File: config.mk
export PLATFORM = sky130hd
export DESIGN_NAME = lpfr_out_stage
export DESIGN_NICKNAME = d
export VERILOG_FILES = /design/src/lpfr_pkg.sv /design/src/lpfr_out_stage.sv
export SDC_FILE = /design/constraint.sdc
export NUM_CORES = 1
export LEC_CHECK = 0
export ABC_CLOCK_PERIOD_IN_PS = 1900
export BUFFER_PORTS_ARGS = -buffer_cell sky130_fd_sc_hd__buf_2
export CORE_MARGIN = 2
export CORE_UTILIZATION = 40
export CTS_CLUSTER_DIAMETER = 40
export DETAILED_ROUTE_END_ITERATION = 8
export PLACE_DENSITY = 0.75
export SLEW_MARGIN = 20
export SYNTH_ARGS = -nofsm -noshare
export SYNTH_HDL_FRONTEND = slang
export SYNTH_SLANG_ARGS = --single-unit
File: constraint.sdc
create_clock -name clk -period 1.9 [get_ports clk]
set_input_delay 0.095 -clock clk [delete_from_list [all_inputs] [get_ports clk]]
set_output_delay 0.095 -clock clk [all_outputs]
set_load 0.01 [all_outputs]
File: src/lpfr_pkg.sv
// Shared types and constants for the length-prefixed frame receiver.
package lpfr_pkg;

    localparam int BYTE_W = 8;
    localparam int LEN_W  = 2 * BYTE_W;

    localparam logic FUNC_ARM  = 1'b0;
    localparam logic FUNC_BYTE = 1'b1;

    localparam logic KIND_DATA  = 1'b0;
    localparam logic KIND_FRAME = 1'b1;

    typedef enum logic [5:0] {
        PH_IDLE   = 6'b000001,
        PH_ID     = 6'b000010,
        PH_LEN_HI = 6'b000100,
        PH_LEN_LO = 6'b001000,
        PH_DATA   = 6'b010000,
        PH_CHECK  = 6'b100000
    } phase_t;

    typedef struct packed {
        logic              func;
        logic [BYTE_W-1:0] rx_byte;
    } in_item_t;

    typedef struct packed {
        logic              kind;
        logic [BYTE_W-1:0] data_byte;
        logic [LEN_W-1:0]  data_index;
        logic [BYTE_W-1:0] frame_id;
        logic [LEN_W-1:0]  frame_length;
        logic              checksum_ok;
    } out_item_t;

    typedef struct packed {
        logic      valid;
        out_item_t item;
    } result_t;

endpackage

File: src/lpfr_out_stage.sv
// Result register: holds one result beat until the sink takes it.
module lpfr_out_stage import lpfr_pkg::*;
(
    input  logic      clk,
    input  logic      rst_n,
    input  logic      held_valid,
    input  result_t   result,
    output logic      take,
    output logic      out_valid,
    input  logic      out_ready,
    output out_item_t out_item
);

    logic      valid_reg;
    logic      valid_next;
    out_item_t item_reg;
    logic      slot_free;
    logic      load;

    assign slot_free = !valid_reg || out_ready;
    assign take      = held_valid && slot_free;
    assign load      = take && result.valid;
    assign out_valid = valid_reg;
    assign out_item  = item_reg;

    always_comb
    begin
        valid_next = valid_reg;
        if (load)
        begin
            valid_next = 1'b1;
        end
        else if (out_ready)
        begin
            valid_next = 1'b0;
        end
    end

    always_ff @(posedge clk or negedge rst_n)
    begin
        if (!rst_n)
        begin
            valid_reg <= 1'b0;
        end
        else
        begin
            valid_reg <= valid_next;
        end
    end

    always_ff @(posedge clk)
    begin
        if (load)
        begin
            item_reg <= result.item;
        end
    end

endmodule

==> impl_metrics.toml <==
[global_route]
grtUsageTotal_pct = 19.2
grt_overflow = 0
grt_max_degree = 51
grt_first_pass_wirelength_um = 5780
grt_pass1_vias = 1162
antenna_found_initial = 0

[die]
core-area_mm2 = 0.00372
rows = 22
die_area_mm2 = 0.00444
fp.dieW_um = 66.7
initial_core_util_pct = 42.3
io_pins = 107
die_h_um = 66.7

[worst_setup_path]
cp_slowest_cell = "dfrtp_1"
worstSetupStartpoint = "out_valid"
worstReg2RegStart = "out_valid"
critPathMaxStageDelay_ns = 0.42
crit_fanout = 50
end_kind = "flop"
worstPathCellList = "nand2b_4 > nor2b_4 > buf_12"
worstSetupPathType = "reg2reg"
cp-start-kind = "flop"
cpLargestDelayFamily = "flip-flops"
crit_arrival_ns = 1.24
crit_buf_inv = 1
crit_required_ns = 1.88

[logic_synthesis]
netlist_area_mm2 = 0.00157
synth_fp_nets = 111
syn_area_per_cell_um2 = 28.0
ys_types = 6
synth-seq-cells = 51
seq_area_frac_synth_pct = 97.2
ys_warn_count = 0
synth_cells = 56

[timing]
fmax_mhz = 796
setup_tns_ns = 0
finClkSkew_ns = 0.00965
worstMarginPinSlew_ns = 0.259
rsz0062_at_grt = "no"
fin_crit_ns = 1.26
fin_crit_sh_pct = 66.2
max-slew-margin-rel_pct = 82.8
setup_viol = 0
hold_viol = 0
finalMaxSlewViolations = 0

[place]
portBuffers = 106
gp_congestion = 0.615
dp.cells = 211

[final_layout]
final_common_cell = "buf_2"
syn2layout_area_growth_pct = 77.1
final_cell_mix = "106 x buf_2, 51 x dlygate4sd3_1, 50 x edfxtp_1"
fillCellCount = 220
fin_nets = 276
antenna_cells = 0
layout-drive-gt1-share_pct = 52.7
fin_cells = 270

[drt]
via_per_inst = 4.40
drt-wirelength-per-cell_um = 15.5
first_iter_violations = 76
drtPass1Iterations = 4
final_antenna_net_count = 0
route.vias.total = 1188
drc = 0
wirelength_um = 4180

[clocking]
clock_path_buffers = 2
cts_root_buf = "clkbuf_8"
clock_latency_ns = 0.30
cts_tree = "built"
cts.sinks = 51
cts_buffers = 5
cts_setup_buffers = 0
htreeDepth = 2
path_clk_slew_ns = 0.09

[power]
vdd_drop_max_mv = 0.481
power.leakage_nw = 1.19
powerDensity_mw_per_mm2 = 773

[hold_path]
hold_start = "result[50]"
hp-class = "in2reg"

[run_status]
status = "finished clean"

[job]
maxCapViolCount = 0
## worst register-to-register path, delay by kind of cell, from the launching register on
family	cells	cell delay, ns
simple gates	2	0.24
flops	1	0.42
buf+inv	1	0.26
## layer usage
metal / vias up / wire length, µm / part of all wire [%] / track usage [%]
li1: 549 / - / - / -
met1: 555 / 1400 / 33 / 18.4
met2: 76 / 2380 / 57 / 37.9
met3: 8 / 319 / 7.6 / 4.22
met4: 0 / 84 / 2.0 / 9.18
met5: - / 0 / 0 / 0
## flip-flops by register name (all words and copies together) (netlist names)
register / count
out_item: 50
out_valid: 1
## cell usage after synthesis, drive strengths merged
cell / count / area [µm²]
nand2: 2 / 7.51
and2: 1 / 8.76
nand2b: 1 / 13.8
nor2b: 1 / 13.8
dfrtp: 1 / 25.0
edfxtp: 50 / 1500
## cell type report
type	count	area [µm²]	share of cell area [%]
repair buffers	158	1060	38.2
flip-flops and latches	51	1530	54.9
multi-input cells	5	43.8	1.58
well taps	48	60.1	2.16
clock buffers	5	68.8	2.48
clock inverters	3	20.0	0.720
## worst paths after layout
path / endpoint / cells after the start / slack [ns]
max: out_item[36] / 3 / 0.64
min: out_valid / 3 / 0.06
max reg2reg: out_item[36] / 3 / 0.64
min reg2reg: out_valid / 2 / 0.55
max in group asynchronous: out_valid / 2 / 1.69
min in group asynchronous: out_valid / 2 / 0.12
## cell families (layout without fill, tap and decap cells)
family / after synthesis / count (layout) / share of synthesized area [%]
flip-flops: 51 / 51 / 97.2
buffers and inverters: 0 / 166 / 0
AND/OR/NAND/NOR: 5 / 5 / 2.79
## power breakdown
group	internal [W]	switching, W	total, W
sequential	0.00129	0.0000137	0.00131
clock	0.000257	0.000338	0.000595
combinational	0.000147	0.000101	0.000248
total	0.00170	0.000453	0.00215
## metrics by stage
stage / setup WS [ns] / hold slack (ns) / util [%] / area [µm²] / power (W)
final: 0.643 / 0.0635 / 74.8 / 2780 / 0.00215
after CTS: 0.654 / 0.0649 / 74.8 / 2780 / 0.00215
after detailed placement: 0.667 / -0.127 / 58.7 / 2180 / 0.00149
after global routing: 0.607 / 0.0606 / 74.8 / 2780 / 0.00224
after floorplan: 0.183 / -0.201 / - / 1570 / 0.00138
after global placement: 0.705 / -0.130 / 58.7 / 2180 / 0.00149
## what timing repair did
action / 4_1_cts / 5_1_grt
endpoints found under the hold margin: 51 / 0
gates resized for setup: 0 / 0
hold buffers: 51 / 0
Power figures use the tool's default switching activity.
