===== src/lpfr_pkg.sv =====
// Shared types and constants for the length-prefixed frame receiver.
package lpfr_pkg;

    localparam int BYTE_W = 8;
    localparam int LEN_W  = 2 * BYTE_W;

    localparam logic FUNC_ARM  = 1'b0;
    localparam logic FUNC_BYTE = 1'b1;

    localparam logic KIND_DATA  = 1'b0;
    localparam logic KIND_FRAME = 1'b1;

    typedef enum logic [5:0] {
        PH_IDLE   = 6'b000001,
        PH_ID     = 6'b000010,
        PH_LEN_HI = 6'b000100,
        PH_LEN_LO = 6'b001000,
        PH_DATA   = 6'b010000,
        PH_CHECK  = 6'b100000
    } phase_t;

    typedef struct packed {
        logic              func;
        logic [BYTE_W-1:0] rx_byte;
    } in_item_t;

    typedef struct packed {
        logic              kind;
        logic [BYTE_W-1:0] data_byte;
        logic [LEN_W-1:0]  data_index;
        logic [BYTE_W-1:0] frame_id;
        logic [LEN_W-1:0]  frame_length;
        logic              checksum_ok;
    } out_item_t;

    typedef struct packed {
        logic      valid;
        out_item_t item;
    } result_t;

endpackage


===== src/lpfr_in_stage.sv =====
// Input register: holds one accepted beat until the parser takes it.
module lpfr_in_stage import lpfr_pkg::*;
(
    input  logic     clk,
    input  logic     rst_n,
    input  logic     in_valid,
    output logic     in_ready,
    input  in_item_t in_item,
    input  logic     take,
    output logic     held_valid,
    output in_item_t held_item
);

    logic     valid_reg;
    logic     valid_next;
    in_item_t item_reg;

    assign in_ready   = !valid_reg || take;
    assign held_valid = valid_reg;
    assign held_item  = item_reg;

    always_comb
    begin
        valid_next = valid_reg;
        if (in_valid && in_ready)
        begin
            valid_next = 1'b1;
        end
        else if (take)
        begin
            valid_next = 1'b0;
        end
    end

    always_ff @(posedge clk or negedge rst_n)
    begin
        if (!rst_n)
        begin
            valid_reg <= 1'b0;
        end
        else
        begin
            valid_reg <= valid_next;
        end
    end

    always_ff @(posedge clk)
    begin
        if (in_valid && in_ready)
        begin
            item_reg <= in_item;
        end
    end

endmodule


===== config.mk =====
export PLATFORM = sky130hd
export DESIGN_NAME = lpfr_in_stage
export DESIGN_NICKNAME = d
export VERILOG_FILES = /design/src/lpfr_pkg.sv /design/src/lpfr_in_stage.sv
export SDC_FILE = /design/constraint.sdc
export NUM_CORES = 1
export LEC_CHECK = 0
export ABC_AREA = 1
export ABC_CLOCK_PERIOD_IN_PS = 3100
export BUFFER_PORTS_ARGS = -buffer_cell sky130_fd_sc_hd__clkbuf_2
export CAP_MARGIN = 20
export CORE_AREA = 2 2 39 41
export DETAILED_ROUTE_END_ITERATION = 6
export DIE_AREA = 0 0 41 43
export HOLD_SLACK_MARGIN = 0.12
export PLACE_DENSITY = 0.63
export SYNTH_ARGS = -nofsm -noshare
export SYNTH_HDL_FRONTEND = slang
export SYNTH_SLANG_ARGS = --single-unit

===== constraint.sdc =====
create_clock -name clk -period 3.1 [get_ports clk]
set_clock_uncertainty 0.15 [all_clocks]
set_input_delay 0.62 -clock clk [delete_from_list [all_inputs] [get_ports clk]]
set_output_delay 0.62 -clock clk [all_outputs]
set_load 0.02 [all_outputs]

==> flow_summary_export.csv <==
group,metric,value,unit
status,status,"completed",
sta,setup_viol,0,
grt,track_usage,8.078,%
placement,gp_congestion,0.6037,
clock_tree,clkSinkCount,10,
layout,fillerInstances,151,
logic_synthesis,avgSynthCellArea,21.02,sq um
layout,instances_no_fill,59,
power_and_ir_drop,ir_worst_vdd,0.0002392,V
grt,grt_pass1_vias,231,
clock_tree,cts-htree-levels,1,
sta,tightest_slew,0.8277,ns
layout,nets,57,
logic_synthesis,muxShareOfSynthArea,0,%
worst_hold_path,worstHoldPathCells,1,
clock_tree,cts_buffers,3,
drt,post_drt_wl_per_cell,10.51,um
drt,drc,0,
floorplanning,rows,14,
logic_synthesis,synth_top_area_share,85.71,%
power_and_ir_drop,p_per_area,570.2,nW/um^2
grt,grt_pass1_wl,897,um
drt,first_pass_iters,4,
logic_synthesis,synthDistinctLibCells,5,
floorplanning,ios,24,
logic_synthesis,synth_adder_area_share,0,%
sta,finalCritPeriodShare,56.23,%
sta,finalCriticalPeriod,1.743,ns
sta,relSlewSlack,44.82,%
critical_path,required,2.33,ns
layout,syn_to_final_growth,54.37,%
clock_tree,max-clock-path-buffers,2,
logic_synthesis,yosys.area_share.simple,2.381,%
logic_synthesis,syn_inst,15,
logic_synthesis,synth-xor-area-share,0,%
grt,antenna_found_initial,0,
floorplanning,die_x,41,um
sta,rsz0062_at_grt,"no",
grt,gr-total-overflow,0,
critical_path,ff2ff_path_depth,1,
logic_synthesis,synth_fp_nets,28,
floorplanning,initial_utilization,22.78,%
critical_path,crit_arrival,0.97,ns
drt,wl,620,um
critical_path,crit_path_start_kind,"input pin",
logic_synthesis,mappedNetlistArea,315.3,sq um
drt,vias,243,
logic_synthesis,ys_seq_area_share,93.65,%
logic_synthesis,synth_top_family_by_area,"buffers and inverters",
power_and_ir_drop,p_leak,0.2291,nW
sta,finalHoldViolCount,0,
drt,postRouteAntennaNets,0,
logic_synthesis,synth_compound_area_share,1.587,%
logic_synthesis,synth_seq_cells,10,
sta,drv_slew,0,
drt,drt_iter0_markers,6,
critical_path,end_kind,"primary output",
placement,place_inst,54,
critical_path,path_class,"in -> out",
floorplanning,core-area,1384,sq um
job,cap_violations,0,
logic_synthesis,synth_area_leaders,"edfxtp_1 (86%), dfrtp_1 (7.9%), inv_1 (2.4%)",
layout,n_antenna_cell,0,
clock_tree,clock-root-buffer,"clkbuf_4",
sta,fmax,0.5737,GHz
worst_hold_path,hp-class,"in -> reg",
power_and_ir_drop,p_total,0.0002775,W
clock_tree,postCtsSetupBuffers,0,
layout,layout-drive-gt1-share,60.47,%
sta,fin_tns_setup,0,ns
floorplanning,dieArea,1763,sq um
grt,grt_start_max_net_pins,10,
placement,portBuffers,23,
logic_synthesis,synth.largest_area_cell,"edfxtp_1",
critical_path,crit_fanout,2,
clock_tree,cts_tree,"built",
clock_tree,cts.clk_slew.worst_paths,0.06,ns
clock_tree,clk-insertion-delay-late,0.26,ns
logic_synthesis,yosysWarnings,0,
floorplanning,die_h,43,um
drt,viasPerCell,4.119,
[flip-flops by register name (all words and copies together) (netlist names)]
register / count
held_item: 9
held_valid: 1
[area by class of cell]
| cell class | count | area [sq um] | area share (%) |
|---|---|---|---|
| Sequential cell | 10 | 295.3 | 60.67 |
| Timing Repair Buffer | 24 | 125.1 | 25.71 |
| Clock buffer | 3 | 22.52 | 4.627 |
| Tap cell | 16 | 20.02 | 4.113 |
| Multi-Input combinational cell | 3 | 12.51 | 2.571 |
| Inverter | 2 | 7.507 | 1.542 |
| Clock inverter | 1 | 3.754 | 0.7712 |
[placed cells by master, fill, tap and decap left out]
master	count
clkbuf_2	23
edfxtp_1	9
clkbuf_4	3
inv_1	2
nand2_1	2
a21oi_1	1
clkinv_1	1
dfrtp_1	1
dlygate4sd3_1	1
[layer usage]
metal	part of all wire, %	wire (um)	GRT usage, %
met4	0.97	6	8.000
met2	39	241	10.63
met3	16	97	3.141
met5	0	0	0
met1	44	275	9.215
[cells by family (layout without fill, tap and decap cells)]
kind of cell | Yosys count | count (layout)
DFF | 10 | 10
and+or+nand+nor | 2 | 2
buffers and inverters | 2 | 30
AOI/OAI and AO/OA | 1 | 1
[power breakdown]
group,internal [W],switching (W)
logic,0.0000119,0.0000190
registers,0.000156,0.00000234
clock network,0.0000464,0.0000418
total,0.000214,0.0000632
[through the flow]
stage	instance area (sq um)	setup WS [ns]	hold WS, ns	utilization (%)
after floorplan	315.3	1.430	0.1744	-
after global placement	450.4	1.230	0.2462	32.55
after detailed placement	450.4	1.180	0.2466	32.55
after CTS	486.7	1.358	0.3761	35.17
after global routing	486.7	1.329	0.3667	35.17
final	486.7	1.357	0.3838	35.17
[worst paths after layout]
| kind | startpoint | slack, ns | to |
|---|---|---|---|
| max in group asynchronous | rst_n | 2.20 | held_valid$_DFFE_PN0P_ |
| min in group asynchronous | rst_n | 0.51 | held_valid$_DFFE_PN0P_ |
| min | in_item[4] | 0.38 | held_item[4]$_DFFE_PP_ |
| max reg2reg | held_valid$_DFFE_PN0P_ | 1.52 | held_item[0]$_DFFE_PP_ |
| min reg2reg | held_valid$_DFFE_PN0P_ | 0.38 | held_valid$_DFFE_PN0P_ |
| max | take | 1.36 | in_ready |
[cell usage after synthesis (all sizes together)]
cell type / n
dfrtp: 1
edfxtp: 9
inv: 2
nand2: 2
a21oi: 1
[what timing repair did]
action	in CTS	in global routing
endpoints found under the hold margin	1	0
hold buffers	1	0
resized for setup	0	0
setup endpoints to repair	0	0
[worst max-delay path: stages]
cell and delay (ns):
clkbuf_2 0.08, inv_1 0.06, nand2_1 0.06, clkbuf_2 0.16
Power figures use the tool's default switching activity.
