File: src/lpfr_pkg.sv
// Shared types and constants for the length-prefixed frame receiver.
package lpfr_pkg;

    localparam int BYTE_W = 8;
    localparam int LEN_W  = 2 * BYTE_W;

    localparam logic FUNC_ARM  = 1'b0;
    localparam logic FUNC_BYTE = 1'b1;

    localparam logic KIND_DATA  = 1'b0;
    localparam logic KIND_FRAME = 1'b1;

    typedef enum logic [5:0] {
        PH_IDLE   = 6'b000001,
        PH_ID     = 6'b000010,
        PH_LEN_HI = 6'b000100,
        PH_LEN_LO = 6'b001000,
        PH_DATA   = 6'b010000,
        PH_CHECK  = 6'b100000
    } phase_t;

    typedef struct packed {
        logic              func;
        logic [BYTE_W-1:0] rx_byte;
    } in_item_t;

    typedef struct packed {
        logic              kind;
        logic [BYTE_W-1:0] data_byte;
        logic [LEN_W-1:0]  data_index;
        logic [BYTE_W-1:0] frame_id;
        logic [LEN_W-1:0]  frame_length;
        logic              checksum_ok;
    } out_item_t;

    typedef struct packed {
        logic      valid;
        out_item_t item;
    } result_t;

endpackage

File: src/lpfr_parser.sv
// Frame parser: phase tracking, header capture, index and checksum update.
module lpfr_parser import lpfr_pkg::*;
(
    input  logic     clk,
    input  logic     rst_n,
    input  logic     take,
    input  in_item_t item,
    output result_t  result
);

    phase_t            phase_reg,  phase_next;
    logic [LEN_W-1:0]  length_reg, length_next;
    logic [LEN_W-1:0]  index_reg,  index_next;
    logic [BYTE_W-1:0] sum_reg,    sum_next;
    logic [BYTE_W-1:0] id_reg,     id_next;
    logic [LEN_W-1:0]  index_inc;

    assign index_inc = index_reg + LEN_W'(1);

    always_comb
    begin
        phase_next  = phase_reg;
        length_next = length_reg;
        index_next  = index_reg;
        sum_next    = sum_reg;
        id_next     = id_reg;

        result.valid             = 1'b0;
        result.item.kind         = KIND_DATA;
        result.item.data_byte    = '0;
        result.item.data_index   = '0;
        result.item.frame_id     = id_reg;
        result.item.frame_length = length_reg;
        result.item.checksum_ok  = 1'b0;

        if (item.func == FUNC_ARM)
        begin
            // arm only from idle; a frame in progress goes on
            if (phase_reg != PH_ID && phase_reg != PH_LEN_HI && phase_reg != PH_LEN_LO &&
                phase_reg != PH_DATA && phase_reg != PH_CHECK)
            begin
                phase_next = PH_ID;
                index_next = '0;
                sum_next   = '0;
            end
        end
        else
        begin
            unique case (phase_reg)
                PH_ID:
                begin
                    id_next    = item.rx_byte;
                    phase_next = PH_LEN_HI;
                end
                PH_LEN_HI:
                begin
                    length_next = {item.rx_byte, {BYTE_W{1'b0}}};
                    phase_next  = PH_LEN_LO;
                end
                PH_LEN_LO:
                begin
                    length_next = {length_reg[LEN_W-1:BYTE_W], item.rx_byte};
                    phase_next  = (length_next == '0) ? PH_CHECK : PH_DATA;
                end
                PH_DATA:
                begin
                    result.valid           = 1'b1;
                    result.item.data_byte  = item.rx_byte;
                    result.item.data_index = index_reg;
                    sum_next   = sum_reg + item.rx_byte;
                    index_next = index_inc;
                    if (index_inc >= length_reg)
                    begin
                        phase_next = PH_CHECK;
                    end
                end
                PH_CHECK:
                begin
                    result.valid            = 1'b1;
                    result.item.kind        = KIND_FRAME;
                    result.item.checksum_ok = (item.rx_byte == sum_reg);
                    phase_next              = PH_IDLE;
                end
                default:
                begin
                    // drop bytes while idle
                    phase_next = PH_IDLE;
                end
            endcase
        end
    end

    always_ff @(posedge clk or negedge rst_n)
    begin
        if (!rst_n)
        begin
            phase_reg  <= PH_IDLE;
            length_reg <= '0;
            index_reg  <= '0;
            sum_reg    <= '0;
            id_reg     <= '0;
        end
        else if (take)
        begin
            phase_reg  <= phase_next;
            length_reg <= length_next;
            index_reg  <= index_next;
            sum_reg    <= sum_next;
            id_reg     <= id_next;
        end
    end

endmodule

File: config.mk
export PLATFORM = sky130hd
export DESIGN_NAME = lpfr_parser
export DESIGN_NICKNAME = d
export VERILOG_FILES = /design/src/lpfr_pkg.sv /design/src/lpfr_parser.sv
export SDC_FILE = /design/constraint.sdc
export NUM_CORES = 1
export LEC_CHECK = 0
export BUFFER_PORTS_ARGS = -buffer_cell sky130_fd_sc_hd__buf_2
export CAP_MARGIN = 20
export CORE_UTILIZATION = 42
export CTS_BUF_LIST = sky130_fd_sc_hd__clkbuf_8
export CTS_CLUSTER_SIZE = 8
export DETAILED_ROUTE_END_ITERATION = 8
export PLACE_DENSITY = 0.77
export SYNTH_ARGS = -nofsm -noshare
export SYNTH_HDL_FRONTEND = slang
export SYNTH_SLANG_ARGS = --single-unit
File: constraint.sdc
create_clock -name clk -period 3 [get_ports clk]
set_input_delay 0.6 -clock clk [delete_from_list [all_inputs] [get_ports clk]]
set_output_delay 0.6 -clock clk [all_outputs]
set_load 0.02 [all_outputs]
==> results of run 1 <==
==> per-layer routing <==
layer	vias to the layer above	wire (um)	track usage (%)
met5	-	0	0
met4	0	170	6.79
met3	18	576	4.23
met2	123	4580	39.8
met1	1547	4040	29.0
li1	1528	-	-
==> metrics by stage <==
step	total power, mW	cells	util (%)
after floorplan	1.54	390	-
after global placement	1.81	553	50.1
after detailed placement	1.84	553	50.1
after CTS	2.35	561	51.6
after global routing	2.49	563	52.6
final	2.36	563	52.6
==> final cells by class <==
type | count | area share [%]
Tap cell | 102 | 3.08
Multi-Input combinational cell | 294 | 48.4
Timing Repair Buffer | 80 | 10.7
Inverter | 25 | 2.26
Sequential cell | 54 | 32.7
Clock buffer | 5 | 1.66
Clock inverter | 3 | 1.18
==> timing repair <==
action,in CTS,in global routing
hold endpoints to repair,0,0
resized for setup,1,14
hold buffers,0,0
setup endpoints to repair,4,5
setup buffers,0,2
pin swaps,0,1
==> report_power, final <==
| group | total (mW) | internal, mW | switching, mW |
|---|---|---|---|
| Combinational | 0.825 | 0.331 | 0.494 |
| Clock | 0.520 | 0.255 | 0.265 |
| Sequential | 1.01 | 0.874 | 0.141 |
| Total | 2.36 | 1.46 | 0.899 |
==> kinds of logic after synthesis <==
| kind of cell | after synthesis | share of synthesized area, % |
|---|---|---|
| AOI/OAI and AO/OA | 90 | 16.7 |
| xor gates and xnor gates | 23 | 5.79 |
| DFF | 54 | 38.9 |
| adders and majority gates | 25 | 9.21 |
| buffers and inverters | 42 | 5.18 |
| and+or+nand+nor | 146 | 21.0 |
| muxes | 10 | 3.31 |
==> synth_stat cells, types with 2 or more instances <==
master                      n  share of area [%]
sky130_fd_sc_hd__o21ai_0   41                5.9
sky130_fd_sc_hd__nor3_1     4               0.58
sky130_fd_sc_hd__and2_1     2               0.36
sky130_fd_sc_hd__buf_6      2               0.65
sky130_fd_sc_hd__nor2_1    24                2.6
sky130_fd_sc_hd__dfrtp_1   53                 38
sky130_fd_sc_hd__nand3_1   14                2.0
sky130_fd_sc_hd__xnor2_1   10                2.5
sky130_fd_sc_hd__inv_1     25                2.7
sky130_fd_sc_hd__nor4b_1    3               0.76
sky130_fd_sc_hd__mux2_2     8                2.6
sky130_fd_sc_hd__xor2_1    13                3.3
sky130_fd_sc_hd__a21oi_1   13                1.9
sky130_fd_sc_hd__nor4_1     9                1.6
sky130_fd_sc_hd__nand2_1   52                5.6
sky130_fd_sc_hd__ha_1      24                8.6
sky130_fd_sc_hd__buf_2      3               0.43
sky130_fd_sc_hd__and3_1    29                5.2
sky130_fd_sc_hd__a21o_1     4               0.86
sky130_fd_sc_hd__clkbuf_1  11                1.2
sky130_fd_sc_hd__a22o_1    12                3.0
sky130_fd_sc_hd__o31ai_1    5                1.1
sky130_fd_sc_hd__nand4_1    4               0.72
==> how the worst min path moves through the flow <==
stage | slack [ns] | to
after floorplan | 0.30 | id_reg[0]
after detailed placement | 0.48 | sum_reg[2]
after global routing | 0.48 | sum_reg[5]
after global placement | 0.48 | sum_reg[2]
after CTS | 0.44 | id_reg[7]
final | 0.39 | sum_reg[5]
==> impl_metrics.toml, run 1 <==
[timing]
fin_tns_setup_ns = 0
timing.hold.ws_ns = 0.386
slew_headroom_pct = 48.0
final-hold-violation-count = 0
post-route-period-util_pct = 96.0
final_max_slew_viol_count = 0
timing.fmax_mhz = 347
worst_clock_skew_ns = 0.00342
setup-violations-final = 0
worst_pin_slew_ns = 0.780
finalCriticalPeriod_ns = 2.88
timing.final.ws_setup_ns = 0.119

[cts]
clock_latency_ns = 0.31
cts-root-to-sink-buffers = 2
cts_inserted_buffers = 5
cts.sinks = 54
cts_root_buf = "sky130_fd_sc_hd__clkbuf_8"
h_tree_depth = 2
cts_tree = "done"
clk_transition_reported_paths_ns = 0.11

[worst_setup_path]
most_frequent_cell_on_critical_path = "sky130_fd_sc_hd__nand2_1"
worst-path-max-fanout = 5
critical_path_destination = "phase_reg[4]"
end_kind = "flip-flop"
worstPathCellList = "ha_4 -> nand2_1 -> nor3_4 -> nand2_1 -> xnor2_1 -> ha_1 -> nand4_1 -> a21oi_1 -> o31a_1 -> o41a_1 -> mux2_4"
worstPathBufferInverterCount = 0
critPathLaunchType = "flip-flop"
r2r_slack_ns = 0.12
type_of_the_worst_setup_path = "flip-flop to flip-flop"
critPathRequiredTime_ns = 3.21
cp_slowest_stage_delay_ns = 0.43
critical_path_arrival_ns = 3.09
timing.critical_path.slowest_stage_cell = "sky130_fd_sc_hd__dfrtp_2"
timing.critical_path.max_delay_family = "compound AO/OA/AOI/OAI gates"
reg2reg_from = "index_reg[0]"
worstReg2RegEnd = "phase_reg[4]"
stages_on_worst_setup_path = 11
crit_path_start = "index_reg[0]"
reg2regPathDepth = 11

[placement]
detailedPlace.worstSlack_ns = -0.0265
io_buffers = 62
dp.final_hpwl_um = 6800
placedInstanceArea_sq_mm = 0.00395
routabilityCongestion = 0.912

[logic_synthesis]
postSynth.asyncResetShare_pct = 100
ys_seq_area_share_pct = 38.9
syn_area_per_cell_sq_um = 8.92
synth.cell_area_sq_mm = 0.00348
post_synth_top_flop = "sky130_fd_sc_hd__dfrtp_1"
yosysWarningCount = 0
post_synth_edffs = 0
synth.net_count = 427
synthCells = 390
synth-seq-cells = 54
unique_cell_type_count_in_the_yosys_netlist = 48

[final_layout]
finish.instance_area_sq_mm = 0.00415
area_delta_synth_final_pct = 19.3
multi_input_comb_area_sq_mm = 0.00201
nFillCells = 740
layout.cells.most_common = "sky130_fd_sc_hd__buf_2"
layout.nets = 497
n_antenna_cell = 0
seqCellArea_sq_mm = 0.00136
post_route_cells_drive_above_1_share_pct = 24.7
layout.cells.most_common_list = "sky130_fd_sc_hd__buf_2 (62), sky130_fd_sc_hd__nand2_1 (51), sky130_fd_sc_hd__dfrtp_1 (50)"

[routing]
initialDrtViolationCount = 198
first_pass_detailed_route_iteration_total = 5
post_drt_wl_per_cell_um = 16.6
post-route-drc-count = 0
postRouteWirelength_um = 9370
detail_route.vias_per_cell = 5.71
drtAntennaViolNets = 0
route.vias.total = 3216

[global_routing]
grt_util_all_layers_pct = 22.9
grt_max_degree = 55
grt_pass1_wl_um = 15500
antenna_found_initial = 0
grt_pass1_vias = 3170
gr-total-overflow = 0

[power]
pwr_density_cell_mw_per_mm2 = 568
total_leakage_power_nw = 2.19
power.ir.vdd_worst_mv = 0.412

[floorplan]
ios = 63
die_y_um = 93.0
chipWidth_um = 93.0
initial_core_util_pct = 44.1
fp.coreArea_sq_mm = 0.00789
die_footprint_sq_mm = 0.00865
placementRows = 32

[min_path]
holdCritPathClass = "input pin to async pin"

[outcome]
run_status = "finished clean"

[flow_run]
cap_violations = 0
(Power assumes the default switching activity.)
==> run 2, diff against run 1 <==
--- a/config.mk
+++ b/config.mk
@@ -9,9 +9,11 @@
 export CAP_MARGIN = 20
 export CORE_UTILIZATION = 42
 export CTS_BUF_LIST = sky130_fd_sc_hd__clkbuf_8
+export CTS_CLUSTER_DIAMETER = 150
 export CTS_CLUSTER_SIZE = 8
 export DETAILED_ROUTE_END_ITERATION = 8
 export PLACE_DENSITY = 0.77
+export REMOVE_ABC_BUFFERS = 1
 export SYNTH_ARGS = -nofsm -noshare
 export SYNTH_HDL_FRONTEND = slang
 export SYNTH_SLANG_ARGS = --single-unit
==> impl_metrics.toml, run 2 (synthesized netlist as in run 1, its figures left out) <==
[power]
pwr_density_cell_mw_per_mm2 = 566
total_leakage_power_nw = 2.20
total_power_mw = 2.36
power.ir.vdd_worst_mv = 0.462

[worst_setup_path]
reg2reg_from = "index_reg[0]"
worstReg2RegEnd = "phase_reg[1]"
end_kind = "flip-flop"
timing.critical_path.slowest_stage_cell = "sky130_fd_sc_hd__dfrtp_2"
critPathRequiredTime_ns = 3.21
worstPathCellList = "ha_4 -> and3_2 -> and3_1 -> xor2_1 -> ha_1 -> nand4_1 -> a2111oi_2 -> o31a_1 -> o41a_1 -> buf_4 -> o22a_1"
crit_path_start = "index_reg[0]"
r2r_slack_ns = 0.14
reg2regPathDepth = 11
critical_path_destination = "phase_reg[1]"
worst-path-max-fanout = 5
cp_slowest_stage_delay_ns = 0.47
critPathLaunchType = "flip-flop"
type_of_the_worst_setup_path = "flip-flop to flip-flop"
critical_path_arrival_ns = 3.07

[floorplan]
fp.coreArea_sq_mm = 0.00789
placementRows = 32
initial_core_util_pct = 44.1
chipWidth_um = 93.0
ios = 63
die_footprint_sq_mm = 0.00865
die_y_um = 93.0

[global_routing]
gr-total-overflow = 0
grt_pass1_vias = 3120
grt_pass1_wl_um = 15300
antenna_found_initial = 0
grt_util_all_layers_pct = 22.8
grt_max_degree = 30

[final_layout]
layout.cells.most_common = "sky130_fd_sc_hd__buf_2"
layout.cells.most_common_list = "sky130_fd_sc_hd__buf_2 (62), sky130_fd_sc_hd__nand2_1 (50), sky130_fd_sc_hd__dfrtp_1 (47)"
n_antenna_cell = 0
post_route_cells_drive_above_1_share_pct = 26.1
finish.instance_area_sq_mm = 0.00418
nFillCells = 714
layout.nets = 500
area_delta_synth_final_pct = 20.1

[cts]
cts_hold_buf = 0
cts_root_buf = "sky130_fd_sc_hd__clkbuf_8"
clock_latency_ns = 0.31
clk_transition_reported_paths_ns = 0.10
cts-root-to-sink-buffers = 2
cts_tree = "done"
h_tree_depth = 2
cts.sinks = 54
cts_inserted_buffers = 5

[placement]
io_buffers = 62
routabilityCongestion = 0.908
detailedPlace.worstSlack_ns = -0.0154
placedInstanceArea_sq_mm = 0.00396
dp.final_hpwl_um = 6920

[min_path]
holdCritPathClass = "input pin to async pin"

[timing]
worst_clock_skew_ns = 0.00502
slew_headroom_pct = 43.2
fin_tns_setup_ns = 0
final_max_slew_viol_count = 0
worst_pin_slew_ns = 0.852
final-hold-violation-count = 0
timing.hold.ws_ns = 0.271
timing.fmax_mhz = 350
post-route-period-util_pct = 95.4
timing.final.ws_setup_ns = 0.139
finalCriticalPeriod_ns = 2.86
setup-violations-final = 0

[routing]
postRouteWirelength_um = 9600
post-route-drc-count = 0
drtAntennaViolNets = 0
detail_route.vias_per_cell = 5.71
initialDrtViolationCount = 140
first_pass_detailed_route_iteration_total = 4
post_drt_wl_per_cell_um = 17.0
route.vias.total = 3230

[flow_run]
cap_violations = 0

[outcome]
run_status = "finished clean"
==> run 2: changes by cell type in the layout (fill, tap and decap cells not counted), sizes merged <==
cell,delta
buf,+3
clkinv,+1
clkinvlp,-1
==> run 2: per-stage QoR <==
| stage | utilization [%] | std cells |
|---|---|---|
| final | 53.0 | 566 |
| after floorplan | - | 373 |
| after detailed placement | 50.2 | 554 |
| after global placement | 50.2 | 554 |
| after global routing | 53.0 | 566 |
| after CTS | 51.7 | 562 |
==> run 2: worst max-delay path: cells and delay by family, from the launching register on <==
family | cells | cell delay (ns)
and+or+nand+nor | 3 | 0.53
DFF | 1 | 0.47
buffers and inverters | 1 | 0.17
AOI/OAI and AO/OA | 4 | 0.91
adders and majority gates | 2 | 0.48
xor gates and xnor gates | 1 | 0.20
==> run 2: worst min-delay path by stage <==
stage,from,slack [ns],cells after the start,to
floorplan,rst_n,0.30,0,id_reg[0]
global placement,sum_reg[2],0.47,2,sum_reg[2]
detailed placement,sum_reg[2],0.48,2,sum_reg[2]
CTS,rst_n,0.28,2,sum_reg[4]
global route,rst_n,0.29,2,sum_reg[4]
finish,rst_n,0.27,2,sum_reg[4]
==> run 2: area by class of cell <==
| type | instances | area (sq um) | share of cell area, % |
|---|---|---|---|
| timing repair buffer | 83 | 468 | 11.2 |
| sequential | 54 | 1360 | 32.6 |
| clock buffer | 5 | 68.8 | 1.65 |
| multi-input combinational | 294 | 2020 | 48.2 |
| inverter | 25 | 93.8 | 2.25 |
| clock inverter | 3 | 43.8 | 1.05 |
| tap | 102 | 128 | 3.05 |
==> run 2: routing by layer <==
layer / track usage (%) / up-vias / wire length [um]
li1: - / 1537 / -
met2: 37.9 / 129 / 4580
met1: 29.9 / 1549 / 4080
met3: 4.31 / 15 / 744
met5: 0 / - / 0
met4: 7.18 / 0 / 202
==> run 2: where the power goes <==
part / switching [mW] / internal, mW
sequential: 0.131 / 0.874
clock: 0.262 / 0.251
combinational: 0.513 / 0.334
==> run 2: what timing repair did <==
action | in CTS | in global routing
endpoints found under the hold margin | 0 | 0
pin swaps | 0 | 2
setup endpoints to repair | 3 | 5
setup buffers | 0 | 4
gates resized for setup | 2 | 19
==> run 3, diff against run 2 <==
--- a/config.mk
+++ b/config.mk
@@ -7,12 +7,12 @@
 export LEC_CHECK = 0
 export BUFFER_PORTS_ARGS = -buffer_cell sky130_fd_sc_hd__buf_2
 export CAP_MARGIN = 20
-export CORE_UTILIZATION = 42
+export CORE_UTILIZATION = 52
 export CTS_BUF_LIST = sky130_fd_sc_hd__clkbuf_8
 export CTS_CLUSTER_DIAMETER = 150
 export CTS_CLUSTER_SIZE = 8
 export DETAILED_ROUTE_END_ITERATION = 8
-export PLACE_DENSITY = 0.77
+export PLACE_DENSITY = 0.9
 export REMOVE_ABC_BUFFERS = 1
 export SYNTH_ARGS = -nofsm -noshare
 export SYNTH_HDL_FRONTEND = slang
==> impl_metrics.toml, run 3 (synthesized netlist as in run 1, its figures left out) <==
[outcome]
run_status = "complete, but fails checks"
violations = "DRC"

[worst_setup_path]
type_of_the_worst_setup_path = "flip-flop to flip-flop"
end_kind = "flip-flop"
critPathRequiredTime_ns = 3.20
critPathLaunchType = "flip-flop"
reg2reg_from = "index_reg[1]"
worstReg2RegEnd = "phase_reg[4]"
critical_path_arrival_ns = 3.14
r2r_slack_ns = 0.06
reg2regPathDepth = 10
worst-path-max-fanout = 4

[cts]
cts_tree = "done"
clk_transition_reported_paths_ns = 0.10
h_tree_depth = 2
cts_root_buf = "sky130_fd_sc_hd__clkbuf_8"
cts_hold_buf = 0
cts.sinks = 54
cts_inserted_buffers = 5
cts-root-to-sink-buffers = 2
clock_latency_ns = 0.31

[global_routing]
grt_util_all_layers_pct = 27.5
grt_pass1_wl_um = 15400
grt_pass1_vias = 3143
gr-total-overflow = 0
antenna_found_initial = 0
grt_max_degree = 33

[flow_run]
cap_violations = 0

[routing]
detail_route.vias_per_cell = 6.05
initialDrtViolationCount = 214
postRouteWirelength_um = 9460
first_pass_detailed_route_iteration_total = 8
route.vias.total = 3286
drtAntennaViolNets = 0
post_drt_wl_per_cell_um = 17.4
post-route-drc-count = 9

[floorplan]
chipWidth_um = 83.8
ios = 63
die_footprint_sq_mm = 0.00702
initial_core_util_pct = 54.2
die_y_um = 83.8
fp.coreArea_sq_mm = 0.00642
placementRows = 29

[power]
total_leakage_power_nw = 2.22
total_power_mw = 2.30
power.ir.vdd_worst_mv = 0.419
pwr_density_cell_mw_per_mm2 = 551

[timing]
slew_headroom_pct = 45.5
setup-violations-final = 0
worst_clock_skew_ns = 0.0123
final-hold-violation-count = 0
post-route-period-util_pct = 98.0
fin_tns_setup_ns = 0
final_max_slew_viol_count = 0
worst_pin_slew_ns = 0.817
timing.hold.ws_ns = 0.258
timing.fmax_mhz = 340
finalCriticalPeriod_ns = 2.94
timing.final.ws_setup_ns = 0.0587

[final_layout]
area_delta_synth_final_pct = 19.8
nFillCells = 525
layout.cells.most_common = "sky130_fd_sc_hd__buf_2"
post_route_cells_drive_above_1_share_pct = 27.3
layout.nets = 502
layout.cells.most_common_list = "sky130_fd_sc_hd__buf_2 (62), sky130_fd_sc_hd__nand2_1 (50), sky130_fd_sc_hd__dfrtp_1 (48)"
n_antenna_cell = 0
postLayoutCoreUtil_pct = 64.9

[placement]
io_buffers = 62
detailedPlace.worstSlack_ns = 0.0418
dp.final_hpwl_um = 6770
routabilityCongestion = 0.975

[min_path]
holdCritPathClass = "input pin to async pin"
## run 3: changes by cell type in the layout (fill, tap and decap cells not counted), moves of 2 or more
cell / before / now
sky130_fd_sc_hd__xnor2_1: 10 / 7
sky130_fd_sc_hd__xnor2_2: 0 / 3
sky130_fd_sc_hd__buf_4: 21 / 23
sky130_fd_sc_hd__clkbuf_8: 5 / 7
## run 3: cell type report
cell class                      count  area [sq um]  share of cell area [%]
Inverter                           25          93.8                    2.25
Clock buffer                        7          96.3                    2.31
Timing Repair Buffer               85           483                    11.6
Tap cell                           77          96.3                    2.31
Sequential cell                    54          1360                    32.6
Multi-Input combinational cell    294          2030                    48.8
Clock inverter                      1          8.76                   0.210
## run 3: layer usage
metal	wire length [um]	GRT usage [%]	up-vias
li1	-	-	1536
met1	3950	36.7	1578
met2	4680	45.6	144
met5	0	0	-
met3	630	4.75	28
met4	193	8.93	0
## run 3: critical path, stage by stage, from the launching register on
cell and delay, ns:
sky130_fd_sc_hd__dfrtp_1 0.47, sky130_fd_sc_hd__nand3_2 0.16, sky130_fd_sc_hd__nor3_2 0.18, sky130_fd_sc_hd__nand3_1 0.17, sky130_fd_sc_hd__xnor2_1 0.25, sky130_fd_sc_hd__ha_1 0.29
sky130_fd_sc_hd__a21oi_1 0.13, sky130_fd_sc_hd__o21ai_0 0.10, sky130_fd_sc_hd__o31a_1 0.29, sky130_fd_sc_hd__o41a_1 0.47, sky130_fd_sc_hd__mux2_4 0.31
## run 3: what timing repair did
action	in CTS	in global routing
hold endpoints to repair	0	0
resized for setup	0	24
endpoints found under the setup margin	0	5
setup buffers	0	6
## run 3: how the worst max path moves through the flow
stage / cells after the start / startpoint / end
floorplan: 9 / index_reg[2] / phase_reg[4]
global placement: 10 / index_reg[2] / phase_reg[4]
detailed placement: 11 / index_reg[1] / phase_reg[4]
CTS: 11 / index_reg[1] / phase_reg[4]
global route: 12 / index_reg[1] / phase_reg[5]
finish: 10 / index_reg[1] / phase_reg[4]
## run 3: through the flow
stage,cell area [sq um],std cells
3_3_place_gp,3930,529
5_1_grt,4170,543
2_1_floorplan,3390,373
4_1_cts,4030,537
6_report,4170,543
3_5_place_dp,3930,529
## run 3: report_power, final
group	leakage (nW)	switching, mW	internal (mW)
clock	0.0544	0.252	0.212
combinational	1.45	0.494	0.328
sequential	0.711	0.138	0.874
